===== src/rtl/spu_adpcm_pkg.sv =====
// Shared types, constants and filter tables for the SPU ADPCM decoder.
`timescale 1ns / 1ps

package spu_adpcm_pkg;

  localparam int unsigned BlockBytes = 16;
  localparam int unsigned PosW       = 4;
  localparam int unsigned FilterMax  = 4;
  localparam int unsigned QueueDepth = 2;
  localparam logic [1:0]  LoopFlags  = 2'b11;

  // one data byte plus the block context it decodes under
  typedef struct packed {
    logic [7:0] data;
    logic [3:0] shift;
    logic [2:0] filter;
    logic [1:0] flags;
    logic       last_byte;  // byte 15 of its block
    logic       clear_taps; // first data byte after a start marker
  } entry_t;

  function automatic logic signed [7:0] coef_newer(input logic [2:0] f);
    logic signed [7:0] c;
    case (f)
      3'd0:    c = 8'sd0;
      3'd1:    c = 8'sd60;
      3'd2:    c = 8'sd115;
      3'd3:    c = 8'sd98;
      default: c = 8'sd122;
    endcase
    return c;
  endfunction

  function automatic logic signed [7:0] coef_older(input logic [2:0] f);
    logic signed [7:0] c;
    case (f)
      3'd0:    c = 8'sd0;
      3'd1:    c = 8'sd0;
      3'd2:    c = -8'sd52;
      3'd3:    c = -8'sd55;
      default: c = -8'sd60;
    endcase
    return c;
  endfunction

endpackage


===== src/rtl/spu_adpcm_front.sv =====
// Front end: block framing, header capture and data byte dispatch.
`timescale 1ns / 1ps

module spu_adpcm_front (
  input  logic                  clk_i,
  input  logic                  rst_ni,
  input  logic                  accept_i,
  input  logic [7:0]            data_byte_i,
  input  logic                  start_of_stream_i,
  output logic                  push_o,
  output spu_adpcm_pkg::entry_t entry_o
);

  logic [spu_adpcm_pkg::PosW-1:0] pos_q, pos_d, pos_cur;
  logic [3:0] shift_q, shift_d;
  logic [2:0] filter_q, filter_d;
  logic [1:0] flags_q, flags_d;
  logic       clr_q, clr_d;

  always_comb begin
    pos_cur  = start_of_stream_i ? '0 : pos_q;
    pos_d    = pos_q;
    shift_d  = shift_q;
    filter_d = filter_q;
    flags_d  = flags_q;
    clr_d    = clr_q;
    push_o   = 1'b0;
    if (accept_i) begin
      pos_d = pos_cur + 1'b1;
      if (start_of_stream_i) clr_d = 1'b1;
      if (pos_cur == '0) begin
        shift_d  = data_byte_i[3:0];
        filter_d = (data_byte_i[7:4] > 4'(spu_adpcm_pkg::FilterMax))
                   ? 3'(spu_adpcm_pkg::FilterMax) : data_byte_i[6:4];
      end else if (pos_cur == 4'd1) begin
        flags_d = data_byte_i[1:0];
      end else begin
        push_o = 1'b1;
        clr_d  = 1'b0;
      end
    end
    entry_o.data       = data_byte_i;
    entry_o.shift      = shift_q;
    entry_o.filter     = filter_q;
    entry_o.flags      = flags_q;
    entry_o.last_byte  = (pos_cur == 4'(spu_adpcm_pkg::BlockBytes - 1));
    entry_o.clear_taps = clr_q;
  end

  always_ff @(posedge clk_i or negedge rst_ni) begin
    if (!rst_ni) begin
      pos_q    <= '0;
      shift_q  <= '0;
      filter_q <= '0;
      flags_q  <= '0;
      clr_q    <= 1'b0;
    end else begin
      pos_q    <= pos_d;
      shift_q  <= shift_d;
      filter_q <= filter_d;
      flags_q  <= flags_d;
      clr_q    <= clr_d;
    end
  end

endmodule


===== src/rtl/spu_adpcm_queue.sv =====
// Two-entry queue between front and back ends.
`timescale 1ns / 1ps

module spu_adpcm_queue (
  input  logic                  clk_i,
  input  logic                  rst_ni,
  input  logic                  push_i,
  input  spu_adpcm_pkg::entry_t entry_i,
  input  logic                  pop_i,
  output logic                  full_o,
  output logic                  valid_o,
  output spu_adpcm_pkg::entry_t entry_o
);

  localparam int unsigned Depth = spu_adpcm_pkg::QueueDepth;

  spu_adpcm_pkg::entry_t mem_q [Depth];
  logic [$clog2(Depth)-1:0] wptr_q, rptr_q;
  logic [$clog2(Depth):0]   cnt_q;

  assign full_o  = (cnt_q == ($clog2(Depth)+1)'(Depth));
  assign valid_o = (cnt_q != '0);
  assign entry_o = mem_q[rptr_q];

  always_ff @(posedge clk_i) begin
    if (push_i) mem_q[wptr_q] <= entry_i;
  end

  always_ff @(posedge clk_i or negedge rst_ni) begin
    if (!rst_ni) begin
      wptr_q <= '0;
      rptr_q <= '0;
      cnt_q  <= '0;
    end else begin
      if (push_i) wptr_q <= wptr_q + 1'b1;
      if (pop_i)  rptr_q <= rptr_q + 1'b1;
      case ({push_i, pop_i})
        2'b10:   cnt_q <= cnt_q + 1'b1;
        2'b01:   cnt_q <= cnt_q - 1'b1;
        default: cnt_q <= cnt_q;
      endcase
    end
  end

endmodule


===== src/rtl/spu_adpcm_back.sv =====
// Back end: nibble decode, two-tap prediction, clamp and output register.
`timescale 1ns / 1ps

module spu_adpcm_back (
  input  logic                  clk_i,
  input  logic                  rst_ni,
  input  logic                  valid_i,
  input  spu_adpcm_pkg::entry_t entry_i,
  output logic                  pop_o,
  output logic signed [15:0]    pcm_sample_o,
  output logic                  pair_last_o,
  output logic                  end_of_sample_o,
  output logic                  loop_block_o,
  output logic                  out_valid_o,
  input  logic                  out_ready_i
);

  logic phase_q;
  logic out_valid_q;
  logic signed [15:0] newer_q, older_q;
  logic signed [15:0] pcm_q;
  logic pair_q, eos_q, loop_q;

  logic load, clr;
  logic [3:0] nib;
  logic signed [15:0] newer_eff, older_eff, nib_term;
  logic signed [23:0] prod_n, prod_o;
  logic signed [24:0] acc;
  logic signed [18:0] pred;
  logic signed [19:0] total;
  logic signed [15:0] sample;

  always_comb begin
    load      = valid_i && (!out_valid_q || out_ready_i);
    clr       = entry_i.clear_taps && !phase_q;
    nib       = phase_q ? entry_i.data[7:4] : entry_i.data[3:0];
    newer_eff = clr ? 16'sd0 : newer_q;
    older_eff = clr ? 16'sd0 : older_q;
    nib_term  = $signed({nib, 12'h000}) >>> entry_i.shift;
    prod_n    = newer_eff * spu_adpcm_pkg::coef_newer(entry_i.filter);
    prod_o    = older_eff * spu_adpcm_pkg::coef_older(entry_i.filter);
    acc       = {prod_n[23], prod_n} + {prod_o[23], prod_o} + 25'sd32;
    // divide by 64 rounding toward zero
    if (acc[24]) pred = 19'((acc + 25'sd63) >>> 6);
    else         pred = 19'(acc >>> 6);
    total     = {{4{nib_term[15]}}, nib_term} + {pred[18], pred};
    if (total > 20'sd32767)       sample = 16'sh7fff;
    else if (total < -20'sd32768) sample = 16'sh8000;
    else                          sample = total[15:0];
    pop_o     = load && phase_q;
  end

  always_ff @(posedge clk_i) begin
    if (load) begin
      pcm_q  <= sample;
      pair_q <= phase_q;
      eos_q  <= phase_q && entry_i.last_byte && entry_i.flags[0];
      loop_q <= (entry_i.flags == spu_adpcm_pkg::LoopFlags);
    end
  end

  always_ff @(posedge clk_i or negedge rst_ni) begin
    if (!rst_ni) begin
      phase_q     <= 1'b0;
      out_valid_q <= 1'b0;
      newer_q     <= '0;
      older_q     <= '0;
    end else begin
      if (load) begin
        phase_q     <= !phase_q;
        out_valid_q <= 1'b1;
        older_q     <= newer_eff;
        newer_q     <= sample;
      end else if (out_ready_i) begin
        out_valid_q <= 1'b0;
      end
    end
  end

  assign pcm_sample_o    = pcm_q;
  assign pair_last_o     = pair_q;
  assign end_of_sample_o = eos_q;
  assign loop_block_o    = loop_q;
  assign out_valid_o     = out_valid_q;

endmodule


===== src/rtl/spu_adpcm_decoder_top.sv =====
// Top level of the SPU ADPCM block decoder.
// Samples: a data byte that reaches the back end gives its first sample, then its
//   second, each through the output register; header bytes give no output.
// Throughput: one sample per cycle while the output is not stalled; the second nibble
//   depends on the taps written by the first; header bytes take one input transfer.
// Reset: asynchronous active low; clears framing, header context, taps and queue.
`timescale 1ns / 1ps

module spu_adpcm_decoder_top (
  input  logic               clk_i,
  input  logic               rst_ni,
  input  logic               in_valid_i,
  output logic               in_ready_o,
  input  logic [7:0]         data_byte_i,
  input  logic               start_of_stream_i,
  output logic               out_valid_o,
  input  logic               out_ready_i,
  output logic signed [15:0] pcm_sample_o,
  output logic               pair_last_o,
  output logic               end_of_sample_o,
  output logic               loop_block_o
);

  logic                  accept;
  logic                  push, pop, full, q_valid;
  spu_adpcm_pkg::entry_t f_entry, q_entry;

  // Input transfers are taken whenever the queue has room; header bytes never
  // enter the queue, they only update the front end's block context.
  assign in_ready_o = !full;
  assign accept     = in_valid_i && in_ready_o;

  spu_adpcm_front u_front (
    .clk_i             (clk_i),
    .rst_ni            (rst_ni),
    .accept_i          (accept),
    .data_byte_i       (data_byte_i),
    .start_of_stream_i (start_of_stream_i),
    .push_o            (push),
    .entry_o           (f_entry)
  );

  // Decouples byte intake from the per-nibble sample loop.
  spu_adpcm_queue u_queue (
    .clk_i   (clk_i),
    .rst_ni  (rst_ni),
    .push_i  (push),
    .entry_i (f_entry),
    .pop_i   (pop),
    .full_o  (full),
    .valid_o (q_valid),
    .entry_o (q_entry)
  );

  // Holds the prediction taps; pops an entry after its high nibble is decoded.
  spu_adpcm_back u_back (
    .clk_i           (clk_i),
    .rst_ni          (rst_ni),
    .valid_i         (q_valid),
    .entry_i         (q_entry),
    .pop_o           (pop),
    .pcm_sample_o    (pcm_sample_o),
    .pair_last_o     (pair_last_o),
    .end_of_sample_o (end_of_sample_o),
    .loop_block_o    (loop_block_o),
    .out_valid_o     (out_valid_o),
    .out_ready_i     (out_ready_i)
  );

endmodule

===== config.mk =====
export PLATFORM = sky130hd
export DESIGN_NAME = spu_adpcm_decoder_top
export DESIGN_NICKNAME = d
export VERILOG_FILES = /design/src/rtl/spu_adpcm_pkg.sv /design/src/rtl/spu_adpcm_front.sv /design/src/rtl/spu_adpcm_queue.sv /design/src/rtl/spu_adpcm_back.sv /design/src/rtl/spu_adpcm_decoder_top.sv
export SDC_FILE = /design/constraint.sdc
export NUM_CORES = 1
export LEC_CHECK = 0
export BUFFER_PORTS_ARGS = -buffer_cell sky130_fd_sc_hd__clkbuf_2
export CORE_UTILIZATION = 50
export CTS_CLUSTER_DIAMETER = 40
export DETAILED_ROUTE_END_ITERATION = 12
export GPL_TIMING_DRIVEN = 0
export HOLD_SLACK_MARGIN = 0.02
export PLACE_DENSITY = 0.66
export SYNTH_ARGS = -nofsm -noshare
export SYNTH_HDL_FRONTEND = slang
export SYNTH_HIERARCHICAL = 1
export SYNTH_SLANG_ARGS = --single-unit

===== constraint.sdc =====
create_clock -name clk_i -period 23.2 [get_ports clk_i]
set_clock_uncertainty 0.05 [all_clocks]
set_input_delay 5.8 -clock clk_i [delete_from_list [all_inputs] [get_ports clk_i]]
set_output_delay 5.8 -clock clk_i [all_outputs]
set_load 0.03 [all_outputs]

---- Yosys cells after proc, flatten, opt, wreduce, memory -nomap -nowiden ----
Memory sizes are Yosys's and may differ from the RTL's.
Index checks and enable logic that the tools add are counted.
operators by class
  $add $sub $neg .......................... 9
  reduce and logical (&&, ||, !) cells .... 18
  equality and inequality tests ........... 9
  mux-type cells .......................... 21
  bitwise logic cells ..................... 1
  multiply operators ...................... 2
  $lt $le $gt $ge ......................... 3
  shift operators ......................... 1
operator list
  cell                                                                                count
  16-bit two-way mux                                                                  4
  16-bit by 8-bit multiplier with 24-bit output                                       2
  7-bit one-hot mux with 4 select lines                                               1
  24-bit by 24-bit adder with 25-bit output                                           1
  25-bit by 6-bit adder with 25-bit output (second input constant)                    1
  25-bit by 7-bit adder with 25-bit output (second input constant)                    1
  8-bit one-hot mux with 3 select lines                                               1
  16-bit by 19-bit adder with 20-bit output                                           1
  20-bit by 16-bit greater-than comparator with 1-bit output (second input constant)  1
  20-bit by 16-bit < comparator with 1-bit output (second input constant)             1
  19-bit two-way mux                                                                  1
  16-bit by 4-bit >>> shifter with 16-bit output                                      1
  1-bit two-way mux                                                                   10
  4-bit two-way mux                                                                   2
  2-bit equality test (second input constant)                                         3
  3-bit by 2-bit equality test with 1-bit output (second input constant)              2
  1-bit logical AND                                                                   6
  2-bit nonzero test                                                                  3
  4-bit by 1-bit adder with 4-bit output (second input constant)                      1
  4-bit by 1-bit equality test with 1-bit output (second input constant)              1
  4-bit equality test (second input constant)                                         1
  4-bit by 3-bit greater-than comparator with 1-bit output (second input constant)    1
  4-bit logical NOT                                                                   1
  2-bit one-hot mux with 2 select lines                                               1
  other kinds (13)                                                                    16
word-level totals
  input bits .............................. 13
  memories ................................ 1
  logic and storage cells ................. 81
  RAM bits ................................ 38
  bits in registers ....................... 71
memories
  name           words  width  read ports  clocked after Yosys merged registers in  write ports  line                   source
  u_queue.mem_q  2      19     1           0                                        1            spu_adpcm_queue.sv:17  spu_adpcm_pkg::entry_t mem_q [Depth];

---- Depth between registers and ports, before layout ----
An unclocked memory read counts as a cell.
  depth in word-level cells ............... 13
  gate-level depth with buffers ........... 42
  gate-level depth less buffers ........... 37

---- Modules after synthesis ----
Netlist, hierarchy kept.
by module, submodules not included
  module                 instances  area an instance (µm²)  cells each  seq. area each (µm²)
  spu_adpcm_back         1          11335.9                 1300        1421.4
  spu_adpcm_queue        1          1559.0                  75          1241.2
  spu_adpcm_front        1          769.5                   69          350.3
  spu_adpcm_decoder_top  1          10.0                    2           0.0

---- Worst setup path after synthesis ----
No wires, ideal clock.
  path type ............................... reg2reg
  start point ............................. register u_queue.rptr_q
  end point ............................... register u_back.pcm_q[2], in the netlist u_back/pcm_sample_o[2], data pin
  stages on the path, launching flop included .. 39
  clock period less this slack ............ 9.813 ns
  setup slack ............................. 13.387 ns
  required time ........................... 23.018 ns
  library setup time ...................... 0.132 ns
  arrival ................................. 9.630 ns
  path through ............................ dfrtp_1 buf_4 mux2_2 nor2_1 clkbuf_1 nand2_1 nand2b_1 nand3_1 fa_1 inv_1 ha_1 fa_1 fa_1 fa_1 inv_1 fa_1 inv_1 ha_1 [3 not listed] a31o_2 o31ai_1 xnor2_1 or4b_1 nor2_1 nand2_1 xnor2_1 ha_1 a21oi_1 o21ai_1 o31ai_1 o221ai_1 a211oi_1 xnor2_1 a41o_1 clkbuf_1 nand3_1 nand2_1
RTL lines
  element                 line                   source
  start, declared         spu_adpcm_queue.sv:18  logic [$clog2(Depth)-1:0] wptr_q, rptr_q;
  start signal, assigned  spu_adpcm_queue.sv:36  if (pop_i) rptr_q <= rptr_q + 1'b1;
  end signal, assigned    spu_adpcm_back.sv:55   pcm_q <= sample;
  end, declared           spu_adpcm_back.sv:21   logic signed [15:0] pcm_q;

==> metrics list <==
* Outcome: completed
* Fill cell count: 2,507
* Launching point of the worst reg2reg path: u_queue/rptr_q
* Worst setup path class: flop to flop
- Post-synth EDFFs: 57
- Final standard cell count with taps included and fillers excluded: 1,836
- In the final layout, the share of cells above drive strength 1 is 7.63%.
- Clock tree synthesis found a total of 109 sinks.
- Post-CTS Setup Bufs: 0
* DRT Wirelength: 34,800 um
- Max incr delay on CP: 0.62 ns
* Count of unresolved DRC violations after routing: 0
* DRT iter0 DRCs: 763
* Final antenna-violating net count: 0
- Highest clock rate: 82.2 MHz
- Post-cts gate resize count: 0
* Worst hold path cell count: 0
- Biggest area contributors in the synthesized netlist: sky130_fd_sc_hd__fa_1 (27%), sky130_fd_sc_hd__edfxtp_1 (13%), sky130_fd_sc_hd__ha_1 (12%)
* Worst path top cell family by delay: adder cells
* Transition time at the pin with the least slew margin: 0.933 ns
- On the critical path, the stage with the largest delay is an instance of sky130_fd_sc_hd__fa_1.
* Length in cells of the worst reg-to-reg path: 37
* Cell count after synthesis: 1,446
- Setup violations remaining at the end of the flow were counted as 0.
* Register area share after synthesis: 22.0%
- Most common cell after layout, fill and taps aside: sky130_fd_sc_hd__inv_1
- During placement, the flow inserted port buffers numbering 32.
* Ys async rst share: 47.7%
- Global-route wire length before repair: 56,700 um
- Final Critical Period: 12.16 ns
- Number of inserted diodes: 0
* Sink of the worst hold path: u_queue/mem_q[0][10]
- After detailed routing, the average wire length per cell comes to 19.0 um.
- Synth-to-layout area growth: 6.86%
- STA puts the critical path data arrival time at 12.34 ns.
* Die ar.: 28,000 um2
- The setup check on the worst reg-to-reg path leaves a slack of 11.04 ns.
* Reg clk slew, reported paths: 0.10 ns
* Average instance area after synthesis: 9.46 um2
- Measured along the x axis, the die boundary spans 167 um.
* Number of nets in the layout: 1,812
* Number of CTS-inserted buffers: 9
- The initial antenna violation count is 0.
* Row count: 60
- Flops & latches, synth: 109
- The worst register-to-register path ends at u_back/pcm_sample_o[2].
* Placed Cells incl. Taps: 1,820
* Area of the core region: 26,900 um2
* Clock insertion delay at the later pin of the skew report: 0.37 ns
- The die is 167 um tall.
- In this run the tightest slew margin relative to its limit is 37.8%.
* Critical path launch point type: flop
* Root Buffer: sky130_fd_sc_hd__clkbuf_16
* H-tree Lvls: 3
* Buffers plus inverters on the worst setup path: 7
- In the global route stage, overall resource usage came out at 26.3%.
- Final HPWL from detailed placement: 28,900 um
* Max Cap Viol: 0
* Router iterations before antenna repair: 7
- Critical path required time: 23.38 ns
* Commonest non-fill, non-tap cells in the layout: sky130_fd_sc_hd__inv_1 (241), sky130_fd_sc_hd__fa_1 (183), sky130_fd_sc_hd__nor2_1 (163)
- The most numerous cell type found on the critical path is sky130_fd_sc_hd__fa_1.
- Synthesis produced a netlist with a net count of 1,768.
* Vias per cell: 5.57
- Number of synthesis warnings: 6
- For this configuration, the core starts out at a cell density of 50.9%.
- Leftover overflow at the end of global routing: 0
- Fin. max-slew vios: 0
* Largest fanout on the critical path: 10
- Post-synth top area share: 26.8%
- The worst setup path is captured at a flop.
* Hold Crit Start: u_front/shift_q[3]
- Top-Level Pins: 34
- Worst hold-check path type: flop to flop
- Hold-fix buffers, CTS: 0
- The number of failing hold endpoints at the final stage is 0.
- TritonCTS built the clock tree.
* Share of the clock period used by the worst path after layout: 52.4%
- Accumulated negative setup slack: 0 ns
- The via count of the first global-routing pass was 10,531.
- The congestion estimate from routability-driven global placement came to 0.931.
- Counting distinct cell types in the post-synthesis netlist gives 74.
* Total via count in the routed design: 10,218
- No sink is reached through more buffers than the 2 on the longest clock path.
- Setup repair after global routing left no endpoint under its margin.
* Post-Synthesis Cell Area: 13,700 um2
* Flip-flop cell with the highest count after synthesis: sky130_fd_sc_hd__edfxtp_1
* Cell accounting for the most synthesized area: sky130_fd_sc_hd__fa_1
- Entering global routing, the biggest net connects 53 pins.
-- synthesized netlist by cell type (8+ instances only) --
cell and instances:
sky130_fd_sc_hd__buf_4 13, sky130_fd_sc_hd__dfrtp_1 52, sky130_fd_sc_hd__inv_1 241, sky130_fd_sc_hd__nor2_1 164, sky130_fd_sc_hd__ha_1 126, sky130_fd_sc_hd__xor2_1 17
sky130_fd_sc_hd__a21oi_1 85, sky130_fd_sc_hd__a21o_1 11, sky130_fd_sc_hd__nand4_1 10, sky130_fd_sc_hd__mux2i_1 12, sky130_fd_sc_hd__edfxtp_1 57, sky130_fd_sc_hd__fa_1 183
sky130_fd_sc_hd__mux2_2 25, sky130_fd_sc_hd__nand3_1 36, sky130_fd_sc_hd__xnor2_1 50, sky130_fd_sc_hd__and2_1 25, sky130_fd_sc_hd__nand2_1 118, sky130_fd_sc_hd__clkbuf_1 32
sky130_fd_sc_hd__o21ai_0 46, sky130_fd_sc_hd__nand2b_1 17, sky130_fd_sc_hd__nor2b_1 8
-- area by class of cell --
type                    count  area [um2]  share of cell area [%]
flip-flops and latches    109        3010                    20.6
multi-input cells        1039        9490                    65.0
plain buffers              56         265                    1.82
inverters                 242         908                    6.22
repair buffers             33         178                    1.22
clock inverters             7         105                   0.719
well taps                 341         427                    2.92
clock buffers               9         225                    1.54
-- per-stage QoR --
stage	hold slack, ns	util, %	cell area [um2]	setup WS [ns]
after CTS	0.436	54.4	14600	11.19
after floorplan	0.373	-	13700	13.39
final	0.431	54.4	14600	11.04
after global routing	0.444	54.4	14600	10.53
after detailed placement	0.414	53.1	14300	11.33
after global placement	0.375	53.1	14300	11.35
-- metal layers --
metal	global-route usage, %	wire length (um)
met1	37.0	15900
met2	42.6	16200
met3	3.88	1910
met4	7.22	864
met5	0	0
-- worst max-delay path by stage --
stage | startpoint | endpoint | cells after the start
floorplan | u_queue/rptr_q | u_back/pcm_sample_o[2] | 38
global placement | u_queue/rptr_q | u_back/pcm_sample_o[2] | 38
detailed placement | u_queue/rptr_q | u_back/pcm_sample_o[2] | 38
CTS | u_queue/rptr_q | u_back/pcm_sample_o[2] | 38
global route | u_queue/rptr_q | u_back/newer_q[2] | 35
finish | u_queue/rptr_q | u_back/pcm_sample_o[2] | 37
-- flip-flops by register name, summed over array words and instances (netlist names) --
register / cells
u_back/phase_q: 1
u_back/loop_block_o: 1
u_back/end_of_sample_o: 1
u_queue/wptr_q: 1
u_front/flags_q: 2
u_back/older_q: 16
u_back/pair_last_o: 1
u_front/pos_q: 4
u_queue/mem_q: 38
u_front/clr_q: 1
u_queue/rptr_q: 1
u_back/newer_q: 16
u_front/shift_q: 4
u_back/out_valid_o: 1
u_front/filter_q: 3
u_queue/cnt_q: 2
u_back/pcm_sample_o: 16
-- logic make-up (layout without fill, tap and decap cells) --
group                    Yosys count  in the layout  share of synthesized area [%]
AO/OA/AOI/OAI                    206            206                           9.42
XOR/XNOR                          67             67                           4.29
adder cells (fa/ha/maj)          309            309                           38.3
buffers and inverters            298            347                           8.57
flip-flops                       109            109                           22.0
AND/OR/NAND/NOR                  415            415                           13.8
multiplexers                      42             42                           3.54
-- worst reg2reg max path, delay by kind of cell, from the launching register on --
family,cells,cell delay [ns]
AOI/OAI and AO/OA,7,1.81
xor gates and xnor gates,3,1.16
adders and majority gates,9,4.19
buffers and inverters,7,1.39
DFF,1,0.37
muxes,1,0.42
and+or+nand+nor,10,2.62
Power is left out: the tool's default activity adds up to more than one toggle a clock period on the data nets, which glitch-free logic cannot reach.
